File: src/cps_pkg.sv
// Shared types and constants for the periodic CAN frame scheduler.
// No dependencies.
package cps_pkg;

    localparam int SLOTS      = 4;
    localparam int SLOT_W     = (SLOTS > 1) ? $clog2(SLOTS) : 1;
    localparam int MAX_OUT    = 4;
    localparam int OUT_CNT_W  = $clog2(MAX_OUT + 1);
    localparam int STEP_W     = 10;
    localparam logic [STEP_W-1:0] STEP_RESET = 10'd10;

    localparam int QDEPTH     = 2;
    localparam int QPTR_W     = (QDEPTH > 1) ? $clog2(QDEPTH) : 1;
    localparam int QCNT_W     = $clog2(QDEPTH + 1);

    localparam logic [1:0] REQ_START = 2'd0;
    localparam logic [1:0] REQ_STOP  = 2'd1;
    localparam logic [1:0] REQ_TICK  = 2'd2;

    localparam logic KIND_STATUS = 1'b0;
    localparam logic KIND_FRAME  = 1'b1;
    localparam logic ST_OK       = 1'b0;
    localparam logic ST_NO_SLOT  = 1'b1;

    typedef enum logic [1:0] {
        OP_START,
        OP_STOP,
        OP_TICK
    } op_t;

    typedef struct packed {
        op_t          op;
        logic [28:0]  id;
        logic         ext;
        logic [3:0]   len;
        logic [63:0]  payload;
        logic [31:0]  period;
    } cmd_t;

    typedef struct packed {
        logic full;
        logic empty;
    } qstat_t;

    function automatic logic [1:0] slot_code(input logic [SLOT_W-1:0] s);
        logic [SLOT_W+1:0] t;
        t = {2'b00, s};
        return t[1:0];
    endfunction

endpackage

File: src/cps_front.sv
// Front end: accepts request transactions, decodes the request type and
// queues commands for the back end. Depends on cps_pkg.
module cps_front (
    input  logic           clk,
    input  logic           rst_n,
    input  logic           start,
    input  logic [1:0]     req_type,
    input  logic [28:0]    frame_id,
    input  logic           extended,
    input  logic [3:0]     length_code,
    input  logic [63:0]    payload,
    input  logic [31:0]    repeat_period,
    output logic           busy,
    input  logic           deq,
    output cps_pkg::cmd_t  head,
    output cps_pkg::qstat_t qstat
);
    import cps_pkg::*;

    cmd_t              q_mem_reg [QDEPTH];
    logic [QPTR_W-1:0] wr_ptr_reg, wr_ptr_next;
    logic [QPTR_W-1:0] rd_ptr_reg, rd_ptr_next;
    logic [QCNT_W-1:0] count_reg, count_next;
    logic              accept;
    logic              push;
    cmd_t              cmd_in;

    assign qstat.full  = (count_reg == QCNT_W'(QDEPTH));
    assign qstat.empty = (count_reg == '0);
    assign busy        = qstat.full;
    assign accept      = start && !busy;
    assign head        = q_mem_reg[rd_ptr_reg];

    always_comb
    begin
        cmd_in.id      = frame_id;
        cmd_in.ext     = extended;
        cmd_in.len     = length_code;
        cmd_in.payload = payload;
        cmd_in.period  = repeat_period;
        cmd_in.op      = OP_START;
        push           = accept;
        unique case (req_type)
            REQ_START: cmd_in.op = OP_START;
            REQ_STOP:  cmd_in.op = OP_STOP;
            REQ_TICK:  cmd_in.op = OP_TICK;
            default:   push = 1'b0;
        endcase
    end

    always_comb
    begin
        wr_ptr_next = wr_ptr_reg;
        rd_ptr_next = rd_ptr_reg;
        if (push)
        begin
            wr_ptr_next = (wr_ptr_reg == QPTR_W'(QDEPTH - 1)) ? '0 : wr_ptr_reg + 1'b1;
        end
        if (deq)
        begin
            rd_ptr_next = (rd_ptr_reg == QPTR_W'(QDEPTH - 1)) ? '0 : rd_ptr_reg + 1'b1;
        end
        count_next = count_reg + QCNT_W'(push) - QCNT_W'(deq);
    end

    always_ff @(posedge clk or negedge rst_n)
    begin
        if (!rst_n)
        begin
            wr_ptr_reg <= '0;
            rd_ptr_reg <= '0;
            count_reg  <= '0;
        end
        else
        begin
            wr_ptr_reg <= wr_ptr_next;
            rd_ptr_reg <= rd_ptr_next;
            count_reg  <= count_next;
        end
    end

    always_ff @(posedge clk)
    begin
        if (push)
        begin
            q_mem_reg[wr_ptr_reg] <= cmd_in;
        end
    end

endmodule

File: src/cps_back.sv
// Back end: slot table, millisecond clock and the per-slot sequencer that
// executes queued commands and emits results. Depends on cps_pkg.
module cps_back (
    input  logic                       clk,
    input  logic                       rst_n,
    input  logic [cps_pkg::STEP_W-1:0] step,
    input  cps_pkg::cmd_t              head,
    input  cps_pkg::qstat_t            qstat,
    output logic                       deq,
    output logic                       result_valid,
    output logic                       result_kind,
    output logic                       status,
    output logic [28:0]                out_id,
    output logic                       out_extended,
    output logic [3:0]                 out_length,
    output logic [63:0]                out_payload,
    output logic [1:0]                 out_slot,
    output logic                       last
);
    import cps_pkg::*;

    typedef enum logic [2:0] {
        S_IDLE,
        S_START,
        S_STOP,
        S_TICK,
        S_FLUSH
    } state_t;

    state_t               state_reg, state_next;
    cmd_t                 cmd_reg, cmd_next;
    logic [SLOT_W-1:0]    idx_reg, idx_next;
    logic                 free_vld_reg, free_vld_next;
    logic [SLOT_W-1:0]    free_idx_reg, free_idx_next;
    logic [OUT_CNT_W-1:0] cnt_reg, cnt_next;
    logic [31:0]          clock_reg, clock_next;
    logic                 pend_vld_reg, pend_vld_next;
    logic [28:0]          pend_id_reg, pend_id_next;
    logic                 pend_ext_reg, pend_ext_next;
    logic [3:0]           pend_len_reg, pend_len_next;
    logic [63:0]          pend_pay_reg, pend_pay_next;
    logic [SLOT_W-1:0]    pend_slot_reg, pend_slot_next;

    logic                 res_v_reg, res_v_next;
    logic                 res_kind_reg, res_kind_next;
    logic                 res_st_reg, res_st_next;
    logic [28:0]          res_id_reg, res_id_next;
    logic                 res_ext_reg, res_ext_next;
    logic [3:0]           res_len_reg, res_len_next;
    logic [63:0]          res_pay_reg, res_pay_next;
    logic [1:0]           res_slot_reg, res_slot_next;
    logic                 res_last_reg, res_last_next;

    logic                 active_reg [SLOTS];
    logic [28:0]          ident_reg [SLOTS];
    logic                 ext_reg [SLOTS];
    logic [3:0]           len_reg [SLOTS];
    logic [63:0]          pay_reg [SLOTS];
    logic [31:0]          period_reg [SLOTS];
    logic [31:0]          sent_reg [SLOTS];

    logic                 wr_en;
    logic [SLOT_W-1:0]    wr_sel;
    logic                 clr_en;
    logic                 sent_en;
    logic                 cur_active;
    logic                 id_hit;
    logic                 at_end;
    logic [31:0]          elapsed;
    logic                 due;
    logic                 fv;
    logic [SLOT_W-1:0]    fi;

    assign cur_active = active_reg[idx_reg];
    assign id_hit     = cur_active && (ident_reg[idx_reg] == cmd_reg.id);
    assign at_end     = (idx_reg == SLOT_W'(SLOTS - 1));
    assign elapsed    = clock_reg - sent_reg[idx_reg];
    assign due        = cur_active && (elapsed >= period_reg[idx_reg]);
    assign fv         = free_vld_reg || !cur_active;
    assign fi         = free_vld_reg ? free_idx_reg : idx_reg;

    always_comb
    begin
        state_next     = state_reg;
        cmd_next       = cmd_reg;
        idx_next       = idx_reg;
        free_vld_next  = free_vld_reg;
        free_idx_next  = free_idx_reg;
        cnt_next       = cnt_reg;
        clock_next     = clock_reg;
        pend_vld_next  = pend_vld_reg;
        pend_id_next   = pend_id_reg;
        pend_ext_next  = pend_ext_reg;
        pend_len_next  = pend_len_reg;
        pend_pay_next  = pend_pay_reg;
        pend_slot_next = pend_slot_reg;
        res_v_next     = 1'b0;
        res_kind_next  = KIND_STATUS;
        res_st_next    = ST_OK;
        res_id_next    = '0;
        res_ext_next   = 1'b0;
        res_len_next   = '0;
        res_pay_next   = '0;
        res_slot_next  = '0;
        res_last_next  = 1'b0;
        deq            = 1'b0;
        wr_en          = 1'b0;
        wr_sel         = idx_reg;
        clr_en         = 1'b0;
        sent_en        = 1'b0;

        unique case (state_reg)
            S_IDLE:
            begin
                if (!qstat.empty)
                begin
                    deq           = 1'b1;
                    cmd_next      = head;
                    idx_next      = '0;
                    free_vld_next = 1'b0;
                    cnt_next      = '0;
                    pend_vld_next = 1'b0;
                    unique case (head.op)
                        OP_START: state_next = S_START;
                        OP_STOP:  state_next = S_STOP;
                        OP_TICK:
                        begin
                            clock_next = clock_reg + 32'(step);
                            state_next = S_TICK;
                        end
                        default:  state_next = S_IDLE;
                    endcase
                end
            end
            S_START:
            begin
                if (id_hit)
                begin
                    wr_en         = 1'b1;
                    wr_sel        = idx_reg;
                    res_v_next    = 1'b1;
                    res_slot_next = slot_code(idx_reg);
                    res_last_next = 1'b1;
                    state_next    = S_IDLE;
                end
                else if (at_end)
                begin
                    res_v_next    = 1'b1;
                    res_last_next = 1'b1;
                    if (fv)
                    begin
                        wr_en         = 1'b1;
                        wr_sel        = fi;
                        res_slot_next = slot_code(fi);
                    end
                    else
                    begin
                        res_st_next = ST_NO_SLOT;
                    end
                    state_next = S_IDLE;
                end
                else
                begin
                    free_vld_next = fv;
                    free_idx_next = fi;
                    idx_next      = idx_reg + 1'b1;
                end
            end
            S_STOP:
            begin
                clr_en = id_hit;
                if (at_end)
                begin
                    res_v_next    = 1'b1;
                    res_last_next = 1'b1;
                    state_next    = S_IDLE;
                end
                else
                begin
                    idx_next = idx_reg + 1'b1;
                end
            end
            S_TICK:
            begin
                if (due && (cnt_reg < OUT_CNT_W'(MAX_OUT)))
                begin
                    sent_en = 1'b1;
                    if (pend_vld_reg)
                    begin
                        res_v_next    = 1'b1;
                        res_kind_next = KIND_FRAME;
                        res_id_next   = pend_id_reg;
                        res_ext_next  = pend_ext_reg;
                        res_len_next  = pend_len_reg;
                        res_pay_next  = pend_pay_reg;
                        res_slot_next = slot_code(pend_slot_reg);
                    end
                    pend_vld_next  = 1'b1;
                    pend_id_next   = ident_reg[idx_reg];
                    pend_ext_next  = ext_reg[idx_reg];
                    pend_len_next  = len_reg[idx_reg];
                    pend_pay_next  = pay_reg[idx_reg];
                    pend_slot_next = idx_reg;
                    cnt_next       = cnt_reg + 1'b1;
                end
                if (at_end)
                begin
                    state_next = S_FLUSH;
                end
                else
                begin
                    idx_next = idx_reg + 1'b1;
                end
            end
            S_FLUSH:
            begin
                if (pend_vld_reg)
                begin
                    res_v_next    = 1'b1;
                    res_kind_next = KIND_FRAME;
                    res_id_next   = pend_id_reg;
                    res_ext_next  = pend_ext_reg;
                    res_len_next  = pend_len_reg;
                    res_pay_next  = pend_pay_reg;
                    res_slot_next = slot_code(pend_slot_reg);
                    res_last_next = 1'b1;
                end
                pend_vld_next = 1'b0;
                state_next    = S_IDLE;
            end
            default:
            begin
                state_next = S_IDLE;
            end
        endcase
    end

    always_ff @(posedge clk or negedge rst_n)
    begin
        if (!rst_n)
        begin
            state_reg     <= S_IDLE;
            clock_reg     <= '0;
            pend_vld_reg  <= 1'b0;
            res_v_reg     <= 1'b0;
            res_kind_reg  <= KIND_STATUS;
            res_st_reg    <= ST_OK;
            res_id_reg    <= '0;
            res_ext_reg   <= 1'b0;
            res_len_reg   <= '0;
            res_pay_reg   <= '0;
            res_slot_reg  <= '0;
            res_last_reg  <= 1'b0;
            idx_reg       <= '0;
            free_vld_reg  <= 1'b0;
            cnt_reg       <= '0;
            for (int i = 0; i < SLOTS; i++)
            begin
                active_reg[i] <= 1'b0;
            end
        end
        else
        begin
            state_reg    <= state_next;
            clock_reg    <= clock_next;
            pend_vld_reg <= pend_vld_next;
            res_v_reg    <= res_v_next;
            res_kind_reg <= res_kind_next;
            res_st_reg   <= res_st_next;
            res_id_reg   <= res_id_next;
            res_ext_reg  <= res_ext_next;
            res_len_reg  <= res_len_next;
            res_pay_reg  <= res_pay_next;
            res_slot_reg <= res_slot_next;
            res_last_reg <= res_last_next;
            idx_reg      <= idx_next;
            free_vld_reg <= free_vld_next;
            cnt_reg      <= cnt_next;
            if (wr_en)
            begin
                active_reg[wr_sel] <= 1'b1;
            end
            if (clr_en)
            begin
                active_reg[idx_reg] <= 1'b0;
            end
        end
    end

    always_ff @(posedge clk)
    begin
        cmd_reg        <= cmd_next;
        free_idx_reg   <= free_idx_next;
        pend_id_reg    <= pend_id_next;
        pend_ext_reg   <= pend_ext_next;
        pend_len_reg   <= pend_len_next;
        pend_pay_reg   <= pend_pay_next;
        pend_slot_reg  <= pend_slot_next;
        if (wr_en)
        begin
            ident_reg[wr_sel]  <= cmd_reg.id;
            ext_reg[wr_sel]    <= cmd_reg.ext;
            len_reg[wr_sel]    <= cmd_reg.len;
            pay_reg[wr_sel]    <= cmd_reg.payload;
            period_reg[wr_sel] <= cmd_reg.period;
            sent_reg[wr_sel]   <= '0;
        end
        else if (sent_en)
        begin
            sent_reg[idx_reg] <= clock_reg;
        end
    end

    assign result_valid = res_v_reg;
    assign result_kind  = res_kind_reg;
    assign status       = res_st_reg;
    assign out_id       = res_id_reg;
    assign out_extended = res_ext_reg;
    assign out_length   = res_len_reg;
    assign out_payload  = res_pay_reg;
    assign out_slot     = res_slot_reg;
    assign last         = res_last_reg;

endmodule

File: src/can_periodic_frame_scheduler_top.sv
// Top level of the periodic CAN frame scheduler: step register, front end
// queue and back end sequencer. Depends on cps_pkg, cps_front, cps_back.
//
// Usage:
//   Requests are presented on req_type and the frame fields with start; a
//   transaction is taken at a clock edge where start is high and busy is low.
//   busy is high only while the two-entry command queue is full.
//   Type 0 starts a periodic frame, type 1 stops one, type 2 is a time tick;
//   type 3 is taken and dropped.
//   Results appear for one cycle each, marked by result_valid, with last set
//   on the final result of a request. The receiver cannot stall them.
//   The back end visits one slot per cycle. A start or stop gives its
//   status when its scan of the slots ends (a start whose id matches a
//   slot ends there); a tick gives its final frame after its scan, earlier
//   due frames leaving as the scan finds the next due slot.
//   cfg_we writes cfg_wdata into the tick step; write it only while idle.
//   Reset clears the slot active flags, the millisecond clock and the queue,
//   and sets the tick step to 10 ms. No clearing pass is needed.
module can_periodic_frame_scheduler_top (
    input  logic                       clk,
    input  logic                       rst_n,
    input  logic                       start,
    output logic                       busy,
    input  logic [1:0]                 req_type,
    input  logic [28:0]                frame_id,
    input  logic                       extended,
    input  logic [3:0]                 length_code,
    input  logic [63:0]                payload,
    input  logic [31:0]                repeat_period,
    input  logic                       cfg_we,
    input  logic [cps_pkg::STEP_W-1:0] cfg_wdata,
    output logic                       result_valid,
    output logic                       result_kind,
    output logic                       status,
    output logic [28:0]                out_id,
    output logic                       out_extended,
    output logic [3:0]                 out_length,
    output logic [63:0]                out_payload,
    output logic [1:0]                 out_slot,
    output logic                       last
);
    import cps_pkg::*;

    logic [STEP_W-1:0] step_reg;
    cmd_t              head;
    qstat_t            qstat;
    logic              deq;

    always_ff @(posedge clk or negedge rst_n)
    begin
        if (!rst_n)
        begin
            step_reg <= STEP_RESET;
        end
        else if (cfg_we)
        begin
            step_reg <= cfg_wdata;
        end
    end

    cps_front u_front (
        .clk           (clk),
        .rst_n         (rst_n),
        .start         (start),
        .req_type      (req_type),
        .frame_id      (frame_id),
        .extended      (extended),
        .length_code   (length_code),
        .payload       (payload),
        .repeat_period (repeat_period),
        .busy          (busy),
        .deq           (deq),
        .head          (head),
        .qstat         (qstat)
    );

    cps_back u_back (
        .clk          (clk),
        .rst_n        (rst_n),
        .step         (step_reg),
        .head         (head),
        .qstat        (qstat),
        .deq          (deq),
        .result_valid (result_valid),
        .result_kind  (result_kind),
        .status       (status),
        .out_id       (out_id),
        .out_extended (out_extended),
        .out_length   (out_length),
        .out_payload  (out_payload),
        .out_slot     (out_slot),
        .last         (last)
    );

    a_no_pop_empty: assert property (@(posedge clk) disable iff (!rst_n)
        qstat.empty |-> !deq)
        else $error("pop from empty command queue");

    a_status_last: assert property (@(posedge clk) disable iff (!rst_n)
        (result_valid && result_kind == KIND_STATUS) |-> last)
        else $error("status transaction not marked last");

    a_no_slot_zero: assert property (@(posedge clk) disable iff (!rst_n)
        (result_valid && status == ST_NO_SLOT) |->
            (result_kind == KIND_STATUS && out_slot == 2'd0))
        else $error("no-slot status malformed");

    a_frame_ok: assert property (@(posedge clk) disable iff (!rst_n)
        (result_valid && result_kind == KIND_FRAME) |-> (status == ST_OK))
        else $error("frame transaction carries error status");

endmodule

File: config.mk
export PLATFORM = sky130hd
export DESIGN_NAME = can_periodic_frame_scheduler_top
export DESIGN_NICKNAME = d
export VERILOG_FILES = /design/src/cps_pkg.sv /design/src/cps_front.sv /design/src/cps_back.sv /design/src/can_periodic_frame_scheduler_top.sv
export SDC_FILE = /design/constraint.sdc
export NUM_CORES = 1
export LEC_CHECK = 0
export BUFFER_PORTS_ARGS = -buffer_cell sky130_fd_sc_hd__buf_2
export CAP_MARGIN = 20
export CORE_UTILIZATION = 55
export CTS_BUF_LIST = sky130_fd_sc_hd__clkbuf_8
export DETAILED_ROUTE_END_ITERATION = 7
export MAX_ROUTING_LAYER = met4
export PLACE_DENSITY = 0.73
export RECOVER_POWER = 100
export SYNTH_ARGS = -nofsm -noshare
export SYNTH_HDL_FRONTEND = slang
export SYNTH_HIERARCHICAL = 1
export SYNTH_SLANG_ARGS = --single-unit
File: constraint.sdc
create_clock -name clk -period 21.3 [get_ports clk]
set_clock_uncertainty 0.05 [all_clocks]
set_input_delay 0 -clock clk [delete_from_list [all_inputs] [get_ports clk]]
set_output_delay 0 -clock clk [all_outputs]
set_load 0.01 [all_outputs]
# Word-level counts from Yosys, hierarchy flattened
# Memories as Yosys holds them, arrays and structs flattened. A register that Yosys moved wholly into a read port is not among the register bits.
# Cells that the tools add are included.
# classes
n_bitwise,8
mux,85
n_reduce_logical,29
magnitude_cmp,6
n_addsub,8
eq_ne,16
# op_table
cell,n
2-to-1 mux 64 bit,2
one-hot mux 64 bit (2 select lines),1
2-to-1 mux 29 bit,2
one-hot mux 29 bit (2 select lines),1
2-to-1 mux 1 bit,38
adder 32 x 10 -> 32 bit,1
>= comparator 32 bit,1
2-to-1 mux 32 bit,1
OR reduction 32 bit,1
subtractor 32 bit,1
== test 29 bit,1
2-to-1 mux 2 bit,14
2-to-1 mux 3 bit,6
one-hot mux 2 bit (3 select lines),3
2-to-1 mux 4 bit,4
AND reduction 3 bit,5
one-hot mux 3 bit (4 select lines),1
== test 2 bit (second input constant),4
one-hot mux 4 bit (2 select lines),1
== test 3 x 2 -> 1 bit (second input constant),2
>= comparator 3 bit (second input constant),2
logical AND 1 bit,6
zero test 2 bit,3
less-than comparator 3 x 1 -> 1 bit (second input constant),2
32 further kinds,49
# totals
mem_bits_rw,912
output_inout_bits,105
elab_cells,190
memories,7
reg_bits,327
# mem_list
name,depth,width,rd,rd_ports_with_merged_regs,wr,line_no,rtl
u_front.q_mem_reg,2,132,1,0,1,cps_front.sv:20,cmd_t q_mem_reg [QDEPTH];
u_back.pay_reg,4,64,1,1,1,cps_back.sv:58,logic [63:0] pay_reg [SLOTS];
u_back.period_reg,4,32,1,0,1,cps_back.sv:59,logic [31:0] period_reg [SLOTS];
u_back.sent_reg,4,32,1,0,1,cps_back.sv:60,logic [31:0] sent_reg [SLOTS];
u_back.ident_reg,4,29,1,0,1,cps_back.sv:55,logic [28:0] ident_reg [SLOTS];
u_back.len_reg,4,4,1,1,1,cps_back.sv:57,logic [3:0] len_reg [SLOTS];
+1 memories,-,-,-,-,-,-,

# Depth between registers and ports, before layout
# Gate-level depths: netlist of the first run.
# logic_depth
ltp_word,19
mapped_depth,32

# By module
# The synthesis of the first run kept the hierarchy.
# modules_own_cells
module,instances,seq_area_each_um2,area_per_inst_um2,cells_per_inst
cps_back,1,30178.9,39675.6,2062
cps_front,1,8027.7,10024.6,432
can_periodic_frame_scheduler_top,1,252.7,414.1,21

# Least setup slack after synthesis of the first run
# Ideal clock, no wire load.
# synth_path
kind,reg2reg
startpoint,register u_back.idx_reg[0]
endpoint,register u_back.cnt_reg[1]
arrival_time_ps,9005
path_stages_with_launch,29
setup_slack_ps,11952
period_less_slack_ps,9348
required_time_ps,20957
n_path_buf,8
path_cell_list,dfrtp_1 buf_6 buf_12 buf_8 buf_6 clkbuf_1 buf_1 mux4_2 inv_1 ha_1 a21o_1 o311a_1 a22o_1 a211oi_1 o21ai_0 a21o_1 a21oi_1 xnor2_1 ha_1 a21o_1 a21o_1 a211oi_1 o21bai_1 a21o_1 a221oi_1 nor4b_1 clkbuf_1 clkbuf_1 o21ai_0
# synth_between
elab_chain_len,8
elab_cells_between_ends,12
classes_between,add/sub: 1; order compare: 1; eq/ne: 1; mux: 3; bitwise: 1; reduce/logical: 3; memory: 2
# synth_lines
item,line_no,rtl
start: declaration,cps_back.sv:32,"logic [SLOT_W-1:0] idx_reg, idx_next;"
start signal: assignment,cps_back.sv:276,idx_reg <= idx_next;
branches (longest 4 deep; another with memory (4 x 32 bit)),-,
logical AND 1 bit (*),cps_back.sv:78,assign due = cur_active && (elapsed >= period_reg[idx_reg]);
logical AND 1 bit (*),cps_back.sv:185,if (due && (cnt_reg < OUT_CNT_W'(MAX_OUT)))
inequality test 2 x 1 -> 1 bit (no source line) (*),-,
AND reduction 3 bit (no source line) (*),-,
end signal: assignment,cps_back.sv:278,cnt_reg <= cnt_next;
end: declaration,cps_back.sv:35,"logic [OUT_CNT_W-1:0] cnt_reg, cnt_next;"
# Mark *: on every way between the ends. The select of a mux whose other input is x is not followed.
# A chain may end at the register's enable or synchronous reset.

# Worst setup path after layout of the first run
# layout_path
startpoint,register u_back.idx_reg[0]
endpoint,memory u_back.pay_reg[1][48] (enable)
# layout_between
elab_chain_len,12
elab_cells_between_ends,21
classes_between,eq/ne: 2; mux: 14; bitwise: 1; reduce/logical: 3; memory: 1
# layout_lines
item,line_no,rtl
NOT 2 -> 3 bit (not written as such),cps_back.sv:74,assign cur_active = active_reg[idx_reg];
binary-select mux 1 bit (select 2 bit),cps_back.sv:74,
2-to-1 mux 1 bit (not written as such) (2 in a row),cps_back.sv:74,
zero test 1 bit,cps_back.sv:79,assign fv = free_vld_reg || !cur_active;
logical OR 1 bit,cps_back.sv:79,
2-to-1 mux 1 bit,cps_back.sv:150,if (fv)
2-to-1 mux 1 bit,cps_back.sv:146,else if (at_end)
2-to-1 mux 1 bit,cps_back.sv:137,if (id_hit)
2-to-1 mux 1 bit,cps_back.sv:112,unique case (state_reg)
2-to-1 mux 1 bit,cps_back.sv:299,if (wr_en)
2-to-1 mux 1 bit (not written as such),cps_back.sv:304,pay_reg[wr_sel] <= cmd_reg.payload;
end: declaration,cps_back.sv:58,
# Several ways; a longest one is shown, not always the timed one. The select of a mux whose other input is x is not followed.

==> impl_metrics.env, run 1 <==
export IMPL_arrival_ns=13.60
export IMPL_finalSetupViolCount=0
export IMPL_syn_to_final_growth_pct=17.6
export IMPL_worstReg2RegEnd="u_back/pay_reg[1][48]"
export IMPL_slew_headroom_pct=-200
export IMPL_wl_per_cell_um=21.9
export IMPL_die_area_sq_mm=0.0923
export IMPL_grt_max_degree=102
export IMPL_largest_register_ffs=264
export IMPL_synth_net_count=2746
export IMPL_rsz0062_at_grt="no"
export IMPL_syn_area_sq_mm=0.0501
export IMPL_holdPathEnd="u_front/wr_ptr_reg"
export IMPL_ioPinCount=251
export IMPL_clk_pin_slew_ns=0.06
export IMPL_dr_pass1_iters=7
export IMPL_placementRows=110
export IMPL_cp_start_kind="flop"
export IMPL_n_fill_cell=5946
export IMPL_drt_iter0_drc=1750
export IMPL_grt_pass1_wl_um=156000
export IMPL_status="finished, violations left"
export IMPL_fin_cells=4566
export IMPL_r2r_start="u_back/idx_reg[0]"
export IMPL_worstMarginPinSlew_ns=4.50
export IMPL_post_drt_via_cell_ratio=5.48
export IMPL_cts_buffers=196
export IMPL_die_x_um=304
export IMPL_period_needed_ns=13.31
export IMPL_fin_util_pct=65.4
export IMPL_dp_hpwl_um=57100
export IMPL_ys_warn_count=6
export IMPL_avgSynthCellArea_sq_um=19.9
export IMPL_timing_max_cap_violations=26
export IMPL_start_util_pct=55.6
export IMPL_hp_start="start"
export IMPL_powerDensity_mw_per_mm2=122
export IMPL_maxSlewViolCount=1185
export IMPL_grt_pass1_vias=27400
export IMPL_antenna_found_initial=6
export IMPL_core_area_sq_mm=0.0901
export IMPL_peakVddDrop_v=0.0000838
export IMPL_finalCritPeriodShare_pct=62.5
export IMPL_required_ns=21.59
export IMPL_fin_total_pwr_mw=7.19
export IMPL_drive_gt1_share_pct=18.3
export IMPL_clkLatencyLatePin_ns=0.86
export IMPL_antenna_left=0
export IMPL_synth_cells=2514
export IMPL_gr_total_overflow=0
export IMPL_clock_sinks=1308
export IMPL_port_buffers=250
export IMPL_cts_tree="built"
export IMPL_wirelength_um=100000
export IMPL_reg2reg_slack_ns=7.99
export IMPL_dp_cells=3893
export IMPL_grt_usage_pct=22.8
export IMPL_hold_viol=0
export IMPL_multi_input_area_sq_mm=0.0105
export IMPL_path_max_fanout=60
export IMPL_violations="capacitance limit, slew limit"
export IMPL_htreeDepth=4
export IMPL_max_freq_ghz=0.0751
export IMPL_tns_ns=0
export IMPL_end_kind="flop"
export IMPL_regArea_sq_mm=0.0385
export IMPL_worst_r2r_path_depth=12
export IMPL_drc_errors=0
export IMPL_p_leak_nw=21.5
export IMPL_clk_path_buf_depth=3
export IMPL_vias=25000
export IMPL_gp_congestion=0.857
export IMPL_clockRootBuffer="clkbuf_8"
export IMPL_worst_setup_path_type="reg -> reg"
export IMPL_place_area_sq_mm=0.0527
export IMPL_hold_class="in -> reg"
export IMPL_fin_area_sq_mm=0.0589
export IMPL_hold_path_depth=4
export IMPL_dieHeight_um=304
export IMPL_fin_nets=3447
[per-stage QoR]
stage	worst slack, ns	hold slack, ns
finish	7.99	0.0961
global route	6.60	0.0719
CTS	13.55	0.100
detailed placement	13.59	0.0530
global placement	13.60	0.0110
floorplan	11.95	-0.346
[critical path: stages (launching register included)]
cell and delay, ns:
dfrtp_1 1.68, clkbuf_1 2.28, clkbuf_1 2.51, buf_4 0.93
mux2i_1 0.37, nand2_1 0.10, a21oi_1 0.14, nor4_1 0.05
and4_1 0.18, a311oi_1 0.60, mux2i_1 0.46, nor2_4 0.28
clkbuf_1 3.00
[metal layers]
layer | share of wire [%] | GRT usage (%) | wire length (um) | vias to the layer above
met1 | 41 | 28.5 | 40700 | 12900
met5 | 0 | - | 0 | -
met4 | 2.2 | 7.35 | 2180 | 0
met2 | 52 | 38.1 | 51900 | 727
li1 | - | - | - | 11200
met3 | 5.3 | 4.12 | 5330 | 144
[placed cells by master, fill, tap and decap left out, types with 57 or more instances in the layout]
cell type,instances
clkbuf_1,135
and2_1,58
mux4_2,147
inv_1,185
xnor2_1,57
ha_1,84
and2_0,76
dfrtp_1,162
edfxtp_1,1144
buf_2,135
mux2_1,86
dlygate4sd3_1,298
clkbuf_8,220
[where the power goes]
part           switching, mW  internal, mW
Combinational          0.862         0.743
Clock                  0.929         0.998
Sequential             0.262          3.39
Total                   2.05          5.13
[how the worst max path moves through the flow]
| stage | startpoint | to | slack [ns] | depth (start not counted) |
|---|---|---|---|---|
| after floorplan | u_back/idx_reg[0] | u_back/cnt_reg[1] | 11.95 | 28 |
| after global placement | u_back/idx_reg[0] | u_back/out_payload[56] | 13.60 | 25 |
| after detailed placement | u_back/idx_reg[1] | u_back/out_payload[47] | 13.59 | 20 |
| after CTS | u_back/idx_reg[1] | u_back/out_payload[43] | 13.55 | 20 |
| after global routing | u_back/idx_reg[0] | u_back/sent_reg[2][23] | 6.60 | 18 |
| final | u_back/idx_reg[0] | u_back/pay_reg[1][48] | 7.99 | 12 |
[layout make-up]
class,instances,share of cell area [%]
Tap cell,1176,2.50
Inverter,93,0.595
Clock buffer,220,5.14
Timing Repair Buffer,583,7.29
Antenna cell,5,0.0212
Clock inverter,148,1.29
Sequential cell,1308,65.3
Multi-Input combinational cell,1033,17.9
[timing repair]
action | 4_1_cts | 5_1_grt
setup buffers | 0 | 0
endpoints found under the hold margin | 433 | 0
hold buffers | 299 | 0
gates resized for setup | 0 | 0
Note: power is estimated with default switching activity, not from simulation.
==> run 2: changes to the inputs <==
--- a/config.mk
+++ b/config.mk
@@ -11,7 +11,7 @@
 export CTS_BUF_LIST = sky130_fd_sc_hd__clkbuf_8
 export DETAILED_ROUTE_END_ITERATION = 7
 export MAX_ROUTING_LAYER = met4
-export PLACE_DENSITY = 0.73
+export PLACE_DENSITY = 0.76
 export RECOVER_POWER = 100
 export SYNTH_ARGS = -nofsm -noshare
 export SYNTH_HDL_FRONTEND = slang
==> constraint.sdc (replaced) <==
create_clock -name clk -period 11.9 [get_ports clk]
set_clock_uncertainty 0.05 [all_clocks]
set_input_delay 0 -clock clk [delete_from_list [all_inputs] [get_ports clk]]
set_output_delay 0 -clock clk [all_outputs]
set_load 0.01 [all_outputs]
==> impl_metrics.env, run 2 (synthesis results as in run 1) <==
export IMPL_required_ns=12.55
export IMPL_cts_tree="built"
export IMPL_hold_viol=0
export IMPL_layout_common_cells="edfxtp_1, dlygate4sd3_1, clkbuf_8, dfrtp_1, inv_1"
export IMPL_rsz0062_at_grt="no"
export IMPL_gp_congestion=0.845
export IMPL_violations="capacitance limit, slew limit"
export IMPL_cp_start_kind="flop"
export IMPL_dieHeight_um=304
export IMPL_hp_start="start"
export IMPL_end_kind="flop"
export IMPL_reg2reg_slack_ns=2.94
export IMPL_worstReg2RegEnd="u_back/out_payload[62]"
export IMPL_antenna_left=0
export IMPL_fin_area_sq_mm=0.0590
export IMPL_hold_path_depth=4
export IMPL_critical_path_max_stage_delay_ns=2.30
export IMPL_p_leak_nw=21.4
export IMPL_start_util_pct=55.6
export IMPL_clockRootBuffer="clkbuf_8"
export IMPL_final_common_cell="edfxtp_1"
export IMPL_arrival_ns=9.61
export IMPL_setup_slack_ns=2.94
export IMPL_cp_slowest_cell="dfrtp_1"
export IMPL_period_needed_ns=8.96
export IMPL_powerDensity_mw_per_mm2=218
export IMPL_dp_cells=3891
export IMPL_max_freq_ghz=0.112
export IMPL_fin_total_pwr_mw=12.9
export IMPL_whs_ns=0.0794
export IMPL_dr_pass1_iters=5
export IMPL_clkLatencyLatePin_ns=0.86
export IMPL_drive_gt1_share_pct=19.2
export IMPL_ctsResizeCount=0
export IMPL_status="finished, violations left"
export IMPL_dp_hpwl_um=57100
export IMPL_slew_headroom_pct=-156
export IMPL_crit_chain="mux4_2 -> ha_1 -> inv_1 -> fa_1 -> a21oi_1 -> o211a_1 -> o21ai_0 -> a22o_1 -> a211oi_1 -> o21ai_0 -> a21o_1 -> a21oi_1 -> xnor2_1 -> ha_1 -> a21o_1 -> a21o_1 -> a211oi_1 -> o21bai_1 -> a21o_1 -> a221oi_1 -> nor4b_2 -> o21a_1 -> buf_4 -> and2_0"
export IMPL_path_max_fanout=76
export IMPL_place_worst_setup_slack_ns=4.53
export IMPL_gr_total_overflow=0
export IMPL_grt_pass1_vias=27600
export IMPL_peakVddDrop_v=0.000129
export IMPL_timing_critical_path_mode_cell="a21o_1"
export IMPL_timing_max_cap_violations=19
export IMPL_r2r_start="u_back/idx_reg[0]"
export IMPL_htreeDepth=4
export IMPL_worst_r2r_path_depth=24
export IMPL_critical_path_top_delay_family="compound AO/OA/AOI/OAI gates"
export IMPL_tns_ns=0
export IMPL_hold_buffers=299
export IMPL_finalSetupViolCount=0
export IMPL_finalCritPeriodShare_pct=75.3
export IMPL_worstMarginPinSlew_ns=3.85
export IMPL_worst_setup_path_type="reg -> reg"
export IMPL_vias=25300
export IMPL_wl_per_cell_um=22.3
export IMPL_post_cts_setup_buffer_count=0
export IMPL_maxSlewViolCount=896
export IMPL_wirelength_um=102000
export IMPL_syn_to_final_growth_pct=17.7
export IMPL_grt_max_degree=143
export IMPL_grt_usage_pct=23.3
export IMPL_cp_num_buf_inv=2
export IMPL_post_drt_via_cell_ratio=5.54
export IMPL_grt_pass1_wl_um=157000
export IMPL_holdPathEnd="u_front/wr_ptr_reg"
export IMPL_die_x_um=304
export IMPL_fin_util_pct=65.4
export IMPL_clk_pin_slew_ns=0.06
export IMPL_place_area_sq_mm=0.0527
export IMPL_fin_nets=3441
export IMPL_drt_iter0_drc=1903
export IMPL_port_buffers=250
export IMPL_clk_path_buf_depth=3
export IMPL_drc_errors=0
export IMPL_largest_register_ffs=264
export IMPL_clock_sinks=1308
export IMPL_antenna_found_initial=9
export IMPL_die_area_sq_mm=0.0923
export IMPL_ioPinCount=251
export IMPL_core_area_sq_mm=0.0901
export IMPL_cts_buffers=193
export IMPL_hold_class="in -> reg"
export IMPL_fin_cells=4562
export IMPL_placementRows=110
==> run 2: worst reg2reg max path: stages, from the launching register on <==
cell	delay, ns
dfrtp_1	2.30
mux4_2	0.57
ha_1	0.16
inv_1	0.06
fa_1	0.42
a21oi_1	0.30
o211a_1	0.24
o21ai_0	0.09
a22o_1	0.32
a211oi_1	0.36
o21ai_0	0.21
a21o_1	0.22
a21oi_1	0.17
xnor2_1	0.09
ha_1	0.18
a21o_1	0.15
a21o_1	0.17
a211oi_1	0.24
o21bai_1	0.10
a21o_1	0.18
a221oi_1	0.64
nor4b_2	0.16
o21a_1	0.53
buf_4	0.52
and2_0	0.38
==> run 2: layer usage <==
metal	share of wire [%]	vias to the layer above	GRT usage [%]	wire, um
li1	-	11300	-	-
met1	39	13000	28.1	40000
met2	52	871	38.9	52900
met3	5.7	195	4.18	5760
met4	3.0	0	9.38	3070
met5	0	-	-	0
==> run 2: final cells by class <==
type | count | area (sq um)
clock buffer | 215 | 2960
sequential | 1308 | 38500
multi-input combinational | 1033 | 10500
antenna | 10 | 25.0
timing repair buffer | 580 | 4300
tap | 1176 | 1470
clock inverter | 147 | 882
inverter | 93 | 350
fill | 5876 | 31200
==> run 2: worst max path at each step <==
stage / startpoint / end / slack [ns] / depth (start not counted)
3_3_place_gp: u_back/idx_reg[0] / u_back/sent_reg[3][15] / 4.57 / 25
4_1_cts: u_back/idx_reg[0] / u_back/sent_reg[1][0] / 4.45 / 25
6_report: u_back/idx_reg[0] / u_back/out_payload[62] / 2.94 / 24
2_1_floorplan: u_back/idx_reg[0] / u_back/cnt_reg[1] / 2.55 / 28
3_5_place_dp: u_back/idx_reg[0] / u_back/sent_reg[1][15] / 4.53 / 25
5_1_grt: u_back/idx_reg[0] / u_back/out_payload[37] / 2.08 / 24
==> run 2: where the power goes <==
part | switching, mW | internal, mW | leakage, nW
Sequential | 0.446 | 6.06 | 12.5
Clock | 1.72 | 1.81 | 2.24
Combinational | 1.57 | 1.27 | 6.66
Total | 3.73 | 9.14 | 21.4
